`config.mk`:
```
export PLATFORM = sky130hd
export DESIGN_NAME = q7_8_saturating_alu_unit
export DESIGN_NICKNAME = d
export VERILOG_FILES = /design/src/sv/q78alu_pkg.sv /design/src/sv/q78alu_front.sv /design/src/sv/q78alu_cell.sv /design/src/sv/q7_8_saturating_alu_unit.sv
export VERILOG_INCLUDE_DIRS = /design/src /design/src/sv
export SDC_FILE = /design/constraint.sdc
export NUM_CORES = 2
export LEC_CHECK = 0
export ABC_AREA = 1
export CAP_MARGIN = 20
export CORE_MARGIN = 2
export CORE_UTILIZATION = 60
export CTS_BUF_LIST = sky130_fd_sc_hd__clkbuf_8
export DETAILED_ROUTE_END_ITERATION = 8
export DONT_BUFFER_PORTS = 1
export GPL_TIMING_DRIVEN = 0
export PLACE_DENSITY = 0.78
export SETUP_SLACK_MARGIN = 0.15
export SLEW_MARGIN = 15
export SYNTH_ARGS = -nofsm -noshare
export SYNTH_HDL_FRONTEND = slang
export SYNTH_SLANG_ARGS = --single-unit
```
`constraint.sdc`:
```
create_clock -name clk -period 4.9 [get_ports clk]
set_clock_uncertainty 0.05 [all_clocks]
set_input_delay 0.49 -clock clk [delete_from_list [all_inputs] [get_ports clk]]
set_output_delay 0.49 -clock clk [all_outputs]
set_load 0.05 [all_outputs]
```
`src/sv/q7_8_saturating_alu_unit_macros.svh`:
```
// Assertion macros used by the Q7.8 ALU top level.
`ifndef Q7_8_SATURATING_ALU_UNIT_MACROS_SVH
`define Q7_8_SATURATING_ALU_UNIT_MACROS_SVH

// Same-cycle implication, sampled on clk and switched off while rst_n is low.
`define Q78ALU_ASSERT_IMP(lbl, ante, cons) \
    lbl: assert property (@(posedge clk) disable iff (!rst_n) (ante) |-> (cons)) \
        else $error("q78alu: same-cycle check failed");

// Next-cycle implication, sampled on clk and switched off while rst_n is low.
`define Q78ALU_ASSERT_NXT(lbl, ante, cons) \
    lbl: assert property (@(posedge clk) disable iff (!rst_n) (ante) |=> (cons)) \
        else $error("q78alu: next-cycle check failed");

`endif

```
`src/sv/q78alu_pkg.sv`:
```
// Types and constants of the Q7.8 saturating ALU.
package q78alu_pkg;

    localparam int DATA_W = 16;
    localparam int FRAC_BITS = 8;
    localparam int DVD_W = DATA_W + FRAC_BITS;
    localparam int NUM_CELLS = DVD_W;

    localparam logic signed [DATA_W-1:0] Q_MAX = 16'sh7FFF;
    localparam logic signed [DATA_W-1:0] Q_MIN = 16'sh8000;

    typedef enum logic [1:0] {
        OP_ADD = 2'd0,
        OP_SUB = 2'd1,
        OP_MUL = 2'd2,
        OP_DIV = 2'd3
    } q78alu_op_t;

    // Payload carried from stage to stage along the divider chain.
    typedef struct packed {
        logic              is_div;
        logic              neg;
        logic              dz;
        logic [DATA_W-1:0] fixed;
        logic [DATA_W-1:0] dvsr;
        logic [DATA_W-1:0] rem;
        logic [DVD_W-1:0]  dq;
    } q78alu_stage_t;

endpackage

```
`src/sv/q78alu_front.sv`:
```
// Entry stage: add, subtract and multiply with saturation, and division set-up.
module q78alu_front
    import q78alu_pkg::*;
(
    input  logic                     clk,
    input  logic                     rst_n,
    input  logic                     in_valid,
    output logic                     in_stall,
    input  logic [1:0]               op,
    input  logic signed [DATA_W-1:0] a,
    input  logic signed [DATA_W-1:0] b,
    output logic                     out_valid,
    input  logic                     out_stall,
    output q78alu_stage_t            out_data
);

    logic          valid_reg;
    logic          valid_next;
    q78alu_stage_t data_reg;
    q78alu_stage_t data_next;

    logic signed [DATA_W:0]     sum;
    logic signed [2*DATA_W-1:0] prod;
    logic signed [DVD_W-1:0]    prod_sh;
    logic [DATA_W-1:0]          sum_sat;
    logic [DATA_W-1:0]          mul_sat;
    logic [DATA_W-1:0]          amag;
    logic [DATA_W-1:0]          bmag;
    q78alu_op_t                 op_code;

    assign op_code = q78alu_op_t'(op);

    always_comb
    begin
        if (op_code == OP_SUB)
        begin
            sum = $signed({a[DATA_W-1], a}) - $signed({b[DATA_W-1], b});
        end
        else
        begin
            sum = $signed({a[DATA_W-1], a}) + $signed({b[DATA_W-1], b});
        end
        if (sum > $signed({1'b0, Q_MAX}))
        begin
            sum_sat = Q_MAX;
        end
        else if (sum < $signed({1'b1, Q_MIN}))
        begin
            sum_sat = Q_MIN;
        end
        else
        begin
            sum_sat = sum[DATA_W-1:0];
        end
    end

    // The arithmetic shift by the fraction width floors negative products.
    assign prod    = a * b;
    assign prod_sh = prod[2*DATA_W-1:FRAC_BITS];

    always_comb
    begin
        if (prod_sh > $signed({{FRAC_BITS{1'b0}}, Q_MAX}))
        begin
            mul_sat = Q_MAX;
        end
        else if (prod_sh < $signed({{FRAC_BITS{1'b1}}, Q_MIN}))
        begin
            mul_sat = Q_MIN;
        end
        else
        begin
            mul_sat = prod_sh[DATA_W-1:0];
        end
    end

    // Magnitudes as unsigned values; the most negative operand gives 2^15.
    assign amag = a[DATA_W-1] ? (~a + 1'b1) : a;
    assign bmag = b[DATA_W-1] ? (~b + 1'b1) : b;

    always_comb
    begin
        data_next.is_div = (op_code == OP_DIV);
        data_next.neg    = a[DATA_W-1] ^ b[DATA_W-1];
        data_next.dz     = (b == '0);
        data_next.dvsr   = bmag;
        data_next.rem    = '0;
        data_next.dq     = {amag, {FRAC_BITS{1'b0}}};
        unique case (op_code)
            OP_ADD, OP_SUB: data_next.fixed = sum_sat;
            OP_MUL:         data_next.fixed = mul_sat;
            OP_DIV:         data_next.fixed = a[DATA_W-1] ? Q_MIN : Q_MAX;
            default:        data_next.fixed = sum_sat;
        endcase
    end

    assign in_stall   = valid_reg && out_stall;
    assign valid_next = in_stall ? valid_reg : in_valid;

    always_ff @(posedge clk or negedge rst_n)
    begin
        if (!rst_n)
        begin
            valid_reg <= 1'b0;
        end
        else
        begin
            valid_reg <= valid_next;
        end
    end

    always_ff @(posedge clk)
    begin
        if (!in_stall && in_valid)
        begin
            data_reg <= data_next;
        end
    end

    assign out_valid = valid_reg;
    assign out_data  = data_reg;

endmodule

```
`src/sv/q78alu_cell.sv`:
```
// One restoring division step: a quotient bit per cell, payload handed onwards.
module q78alu_cell
    import q78alu_pkg::*;
(
    input  logic          clk,
    input  logic          rst_n,
    input  logic          in_valid,
    output logic          in_stall,
    input  q78alu_stage_t in_data,
    output logic          out_valid,
    input  logic          out_stall,
    output q78alu_stage_t out_data
);

    logic          valid_reg;
    logic          valid_next;
    q78alu_stage_t data_reg;
    q78alu_stage_t data_next;

    logic [DATA_W:0] trial;
    logic [DATA_W:0] diff;
    logic            ge;

    assign trial = {in_data.rem, in_data.dq[DVD_W-1]};
    assign diff  = trial - {1'b0, in_data.dvsr};
    assign ge    = (trial >= {1'b0, in_data.dvsr});

    always_comb
    begin
        data_next     = in_data;
        data_next.rem = ge ? diff[DATA_W-1:0] : trial[DATA_W-1:0];
        data_next.dq  = {in_data.dq[DVD_W-2:0], ge};
    end

    assign in_stall   = valid_reg && out_stall;
    assign valid_next = in_stall ? valid_reg : in_valid;

    always_ff @(posedge clk or negedge rst_n)
    begin
        if (!rst_n)
        begin
            valid_reg <= 1'b0;
        end
        else
        begin
            valid_reg <= valid_next;
        end
    end

    always_ff @(posedge clk)
    begin
        if (!in_stall && in_valid)
        begin
            data_reg <= data_next;
        end
    end

    assign out_valid = valid_reg;
    assign out_data  = data_reg;

endmodule

```
`src/sv/q7_8_saturating_alu_unit.sv`:
```
// Top level of the Q7.8 saturating ALU: entry stage, divider cell chain, result register.
//
//   channel | direction | handshake            | payload
//   req     | in        | req_valid, req_stall | op, a, b
//   rsp     | out       | rsp_valid, rsp_stall | result
//
// A new beat may be taken on every cycle; each item passes through 26 registered
// stages (the entry stage, 24 division cells and the result register) whatever the
// operation. The 24 one-bit restoring steps of the divider set that depth. Reset
// clears only the valid flags of the stages. A stall on rsp holds the result
// register; a stage upstream keeps taking beats while any stage ahead of it is
// empty, and req_stall rises only once the chain in front of the entry stage
// is full.
module q7_8_saturating_alu_unit
    import q78alu_pkg::*;
(
    input  logic                     clk,
    input  logic                     rst_n,
    input  logic                     req_valid,
    output logic                     req_stall,
    input  logic [1:0]               op,
    input  logic signed [DATA_W-1:0] a,
    input  logic signed [DATA_W-1:0] b,
    output logic                     rsp_valid,
    input  logic                     rsp_stall,
    output logic signed [DATA_W-1:0] result
);

`include "q7_8_saturating_alu_unit_macros.svh"

    // Stage 0 is the entry stage; stages 1 to NUM_CELLS are the division cells.
    logic          stg_valid [0:NUM_CELLS];
    logic          stg_stall [0:NUM_CELLS];
    q78alu_stage_t stg_data  [0:NUM_CELLS];

    logic                     out_stall;
    logic                     rsp_valid_reg;
    logic                     rsp_valid_next;
    logic signed [DATA_W-1:0] result_reg;
    logic signed [DATA_W-1:0] result_next;
    q78alu_stage_t            last;

    q78alu_front u_front
    (
        .clk       (clk),
        .rst_n     (rst_n),
        .in_valid  (req_valid),
        .in_stall  (req_stall),
        .op        (op),
        .a         (a),
        .b         (b),
        .out_valid (stg_valid[0]),
        .out_stall (stg_stall[0]),
        .out_data  (stg_data[0])
    );

    // Each cell reports its own stall back to the stage before it.
    for (genvar gi = 1; gi <= NUM_CELLS; gi++)
    begin : g_cell
        q78alu_cell u_cell
        (
            .clk       (clk),
            .rst_n     (rst_n),
            .in_valid  (stg_valid[gi-1]),
            .in_stall  (stg_stall[gi-1]),
            .in_data   (stg_data[gi-1]),
            .out_valid (stg_valid[gi]),
            .out_stall (stg_stall[gi]),
            .out_data  (stg_data[gi])
        );
    end

    // The result register only blocks the chain while it holds an unread beat.
    assign out_stall            = rsp_valid_reg && rsp_stall;
    assign stg_stall[NUM_CELLS] = out_stall;
    assign last                 = stg_data[NUM_CELLS];

    // Sign correction and clamping of the quotient. The quotient magnitude may
    // reach 2^23, so anything beyond the 16-bit range saturates; a negative
    // quotient of exactly 2^15 is still representable.
    always_comb
    begin
        if (last.is_div && !last.dz)
        begin
            if (last.neg)
            begin
                if (last.dq > DVD_W'(32768))
                begin
                    result_next = Q_MIN;
                end
                else
                begin
                    result_next = ~last.dq[DATA_W-1:0] + 1'b1;
                end
            end
            else
            begin
                if (last.dq > DVD_W'(32767))
                begin
                    result_next = Q_MAX;
                end
                else
                begin
                    result_next = last.dq[DATA_W-1:0];
                end
            end
        end
        else
        begin
            // Add, subtract, multiply and division by zero were settled at entry.
            result_next = last.fixed;
        end
    end

    assign rsp_valid_next = out_stall ? rsp_valid_reg : stg_valid[NUM_CELLS];

    always_ff @(posedge clk or negedge rst_n)
    begin
        if (!rst_n)
        begin
            rsp_valid_reg <= 1'b0;
        end
        else
        begin
            rsp_valid_reg <= rsp_valid_next;
        end
    end

    always_ff @(posedge clk)
    begin
        if (!out_stall && stg_valid[NUM_CELLS])
        begin
            result_reg <= result_next;
        end
    end

    assign rsp_valid = rsp_valid_reg;
    assign result    = result_reg;

    // The input can only be held off while the entry stage holds a beat.
    `Q78ALU_ASSERT_IMP(a_req_stall_needs_entry, req_stall, stg_valid[0])
    // A fresh result must have come out of the last division cell.
    `Q78ALU_ASSERT_IMP(a_rsp_from_chain, $rose(rsp_valid), $past(stg_valid[NUM_CELLS]))
    // A divide by zero taken at the input is marked as such in the entry stage.
    `Q78ALU_ASSERT_NXT(a_div_zero_marked,
        req_valid && !req_stall && (op == OP_DIV) && (b == '0),
        stg_valid[0] && stg_data[0].is_div && stg_data[0].dz)

endmodule
```
==> impl_metrics.py <==
metrics = {
    "place": {
        "place_hpwl_um": 132000,
        "port_buffers": 0,
        "routabilityCongestion": 0.947,
    },
    "grt": {
        "overflow": 0,
        "grt_usage_pct": 25.2,
        "grt_pass1_wl_um": 278000,
        "antenna_found_initial": 2,
        "first_global_vias": 52445,
        "grt_max_degree": 65,
    },
    "yosys": {
        "syn-cell-area_sq_um": 84000,
        "ys_types": 63,
        "yosys-top-cells-count": "1679 x edfxtp_1, 1119 x nand2_1, 1086 x inv_1",
        "synthCells": 6970,
        "synth_largest_area_cell": "edfxtp_1",
        "ys_warn_count": 0,
        "synth_edf_count": 1679,
        "ys_async_sr_fraction_pct": 1.52,
        "yosysTopAreaCellShare_pct": 60.0,
        "syn_area_per_cell_sq_um": 12.0,
        "synth_nets": 7760,
        "synth.most_common_cell": "edfxtp_1",
        "synth_area_leaders": "edfxtp_1 60%, ha_1 7.0%, fa_1 6.8%, nand2_1 5.0%, inv_1 4.9%",
        "synth_seq_cells": 1705,
        "ys_seq_area_share_pct": 60.8,
        "synth-main-ff-cell": "edfxtp_1",
    },
    "route": {
        "routed_wirelength_um": 178000,
        "drt-pass1-iter-count": 6,
        "ant_nets": 0,
        "drc_errors": 0,
        "routedWlPerCell_um": 18.7,
        "vias": 51538,
        "drt-initial-drc-count": 4286,
        "viasPerCell": 5.42,
    },
    "critical_path": {
        "worst-r2r-setup-slack_ns": 0.90,
        "crit_fanout": 6,
        "worstPathRequired_ns": 5.49,
        "r2r-start": "rsp_valid",
        "cpMaxStageDelayCell": "fa_2",
        "crit_path_end_kind": "register",
        "r2r-end": "u_front.out_data[40]",
        "crit_start": "a[15]",
        "critPathMaxStageDelay_ns": 0.65,
        "r2r_cells": 16,
        "cp-start-kind": "primary input",
        "cp_top_family": "adder cells",
        "crit_buf_inv": 9,
        "crit_arrival_ns": 6.60,
        "path_class": "primary input to register",
    },
    "clocking": {
        "cts_tree": "yes",
        "cts_inserted_buffers": 287,
        "root_buffer": "clkbuf_8",
        "cts_max_level": 5,
        "cts_max_path_buffers": 4,
        "clkSinkCount": 1705,
        "clk_latency_ns": 0.95,
        "clkTransAtPathRegs_ns": 0.06,
    },
    "timing": {
        "max_freq_mhz": 166,
        "timing.final.hold_violations": 0,
        "rsz0062_at_grt": "true",
        "slew_violations": 0,
        "layout_setup_ws_ns": -1.11,
        "slew_headroom_pct": 46.9,
        "worstMarginPinSlew_ns": 0.795,
        "timing.final.crit_share_pct": 123,
        "hold_ws_ns": 0.124,
        "setup_viol_count_final": 16,
        "fin_crit_ns": 6.01,
    },
    "finish": {
        "nets": 8220,
        "drive_gt1_share_pct": 10.6,
        "syn_to_final_growth_pct": 13.8,
        "largest_reg_flops": 1612,
        "utilization_pct": 68.6,
        "fillCellCount": 9535,
    },
    "min_path": {
        "hold_path.class": "primary input to register",
        "holdPathStages": 4,
        "worstHoldStart": "a[11]",
        "min_to": "u_front.out_data[20]",
    },
    "floorplanning": {
        "fp.dieW_um": 378,
        "rows": 137,
        "core-area_sq_um": 139000,
        "dieArea_sq_um": 143000,
        "die_h_um": 378,
        "start_util_pct": 60.3,
        "pin_count": 56,
    },
    "job": {
        "drv_cap": 0,
    },
    "outcome": {
        "status": "finished with violations",
        "violations": "negative setup slack",
    },
}
-- area by class of cell --
cell class                      instances  area, sq um  area share, %
Clock inverter                        191         1140           1.20
Clock buffer                          300         4130           4.32
Sequential cell                      1705        51100           53.5
Antenna cell                            2         5.00        0.00524
Multi-Input combinational cell       4026        29100           30.5
Buffer                                146         1450           1.51
Inverter                             1093         4150           4.34
Tap cell                             1876         2350           2.46
Timing Repair Buffer                  171         2140           2.24
-- cell families after synthesis --
group	synth area share [%]
and+or+nand+nor	9.29
AOI/OAI and AO/OA	6.67
xor gates and xnor gates	3.82
DFF	60.8
adders and majority gates	13.7
buffers and inverters	5.65
-- layer usage --
metal / share of wire (%) / up-vias / global-route usage, %
met5: 0.0073 / - / 0
met2: 49 / 1655 / 42.1
met3: 6.2 / 421 / 4.57
met1: 42 / 24768 / 32.9
li1: - / 24692 / -
met4: 3.5 / 2 / 9.85
-- per-stage QoR --
step	std cells	worst slack [ns]	area (sq um)	setup TNS (ns)
after global routing	9510	-1.20	95500	-17.94
after detailed placement	8884	-2.55	87800	-39.24
after floorplan	6970	-1.36	84500	-20.74
after CTS	9485	-0.862	95000	-12.70
final	9510	-1.11	95500	-16.53
after global placement	8846	-2.54	86900	-763.16
-- repair_timing --
action                                 CTS  global route
resized for setup                      179            97
setup buffers                           43            19
cloned                                   4             2
endpoints found under the hold margin  117             0
hold buffers                            63             0
setup endpoints to repair               17            16
pin swaps                               61           100
-- worst max path at each step --
stage | to | depth (start not counted)
after detailed placement | u_front.out_data[68] | 26
after floorplan | u_front.out_data[70] | 28
after global routing | u_front.out_data[69] | 32
final | u_front.out_data[68] | 29
after CTS | u_front.out_data[63] | 30
after global placement | u_front.out_data[67] | 27
-- worst register-to-register path, stage by stage, from the launching register on --
cell	delay (ns)
dfrtp_2	0.56
nand3_2	0.19
nor2_4	0.19
nand4_4	0.14
nor2_4	0.21
nand4_4	0.16
nor2_4	0.20
nand4_4	0.14
nor2_4	0.20
nand4_4	0.14
nor2_4	0.21
nand4_4	0.14
nor2_4	0.15
nand4_2	0.14
nand2_1	0.26
inv_2	0.33
buf_16	0.31
-- cell usage in the layout, fill, tap and decap left out, drive strengths merged, types with 21 or more instances in the layout --
cell         count
ha             468
a221oi          21
nand2         1122
xor2           156
clkinv          80
fa             284
nand3          133
dlygate4sd3     61
a21oi          555
dfrtp           26
edfxtp        1679
o21ai          351
clkbuf         386
nand4           56
nor2           448
inv           1182
nor3            86
buf            169
xnor2          210
Power is not shown: default switching activity piles up to over one toggle a cycle in this logic, so the estimate is an artifact.
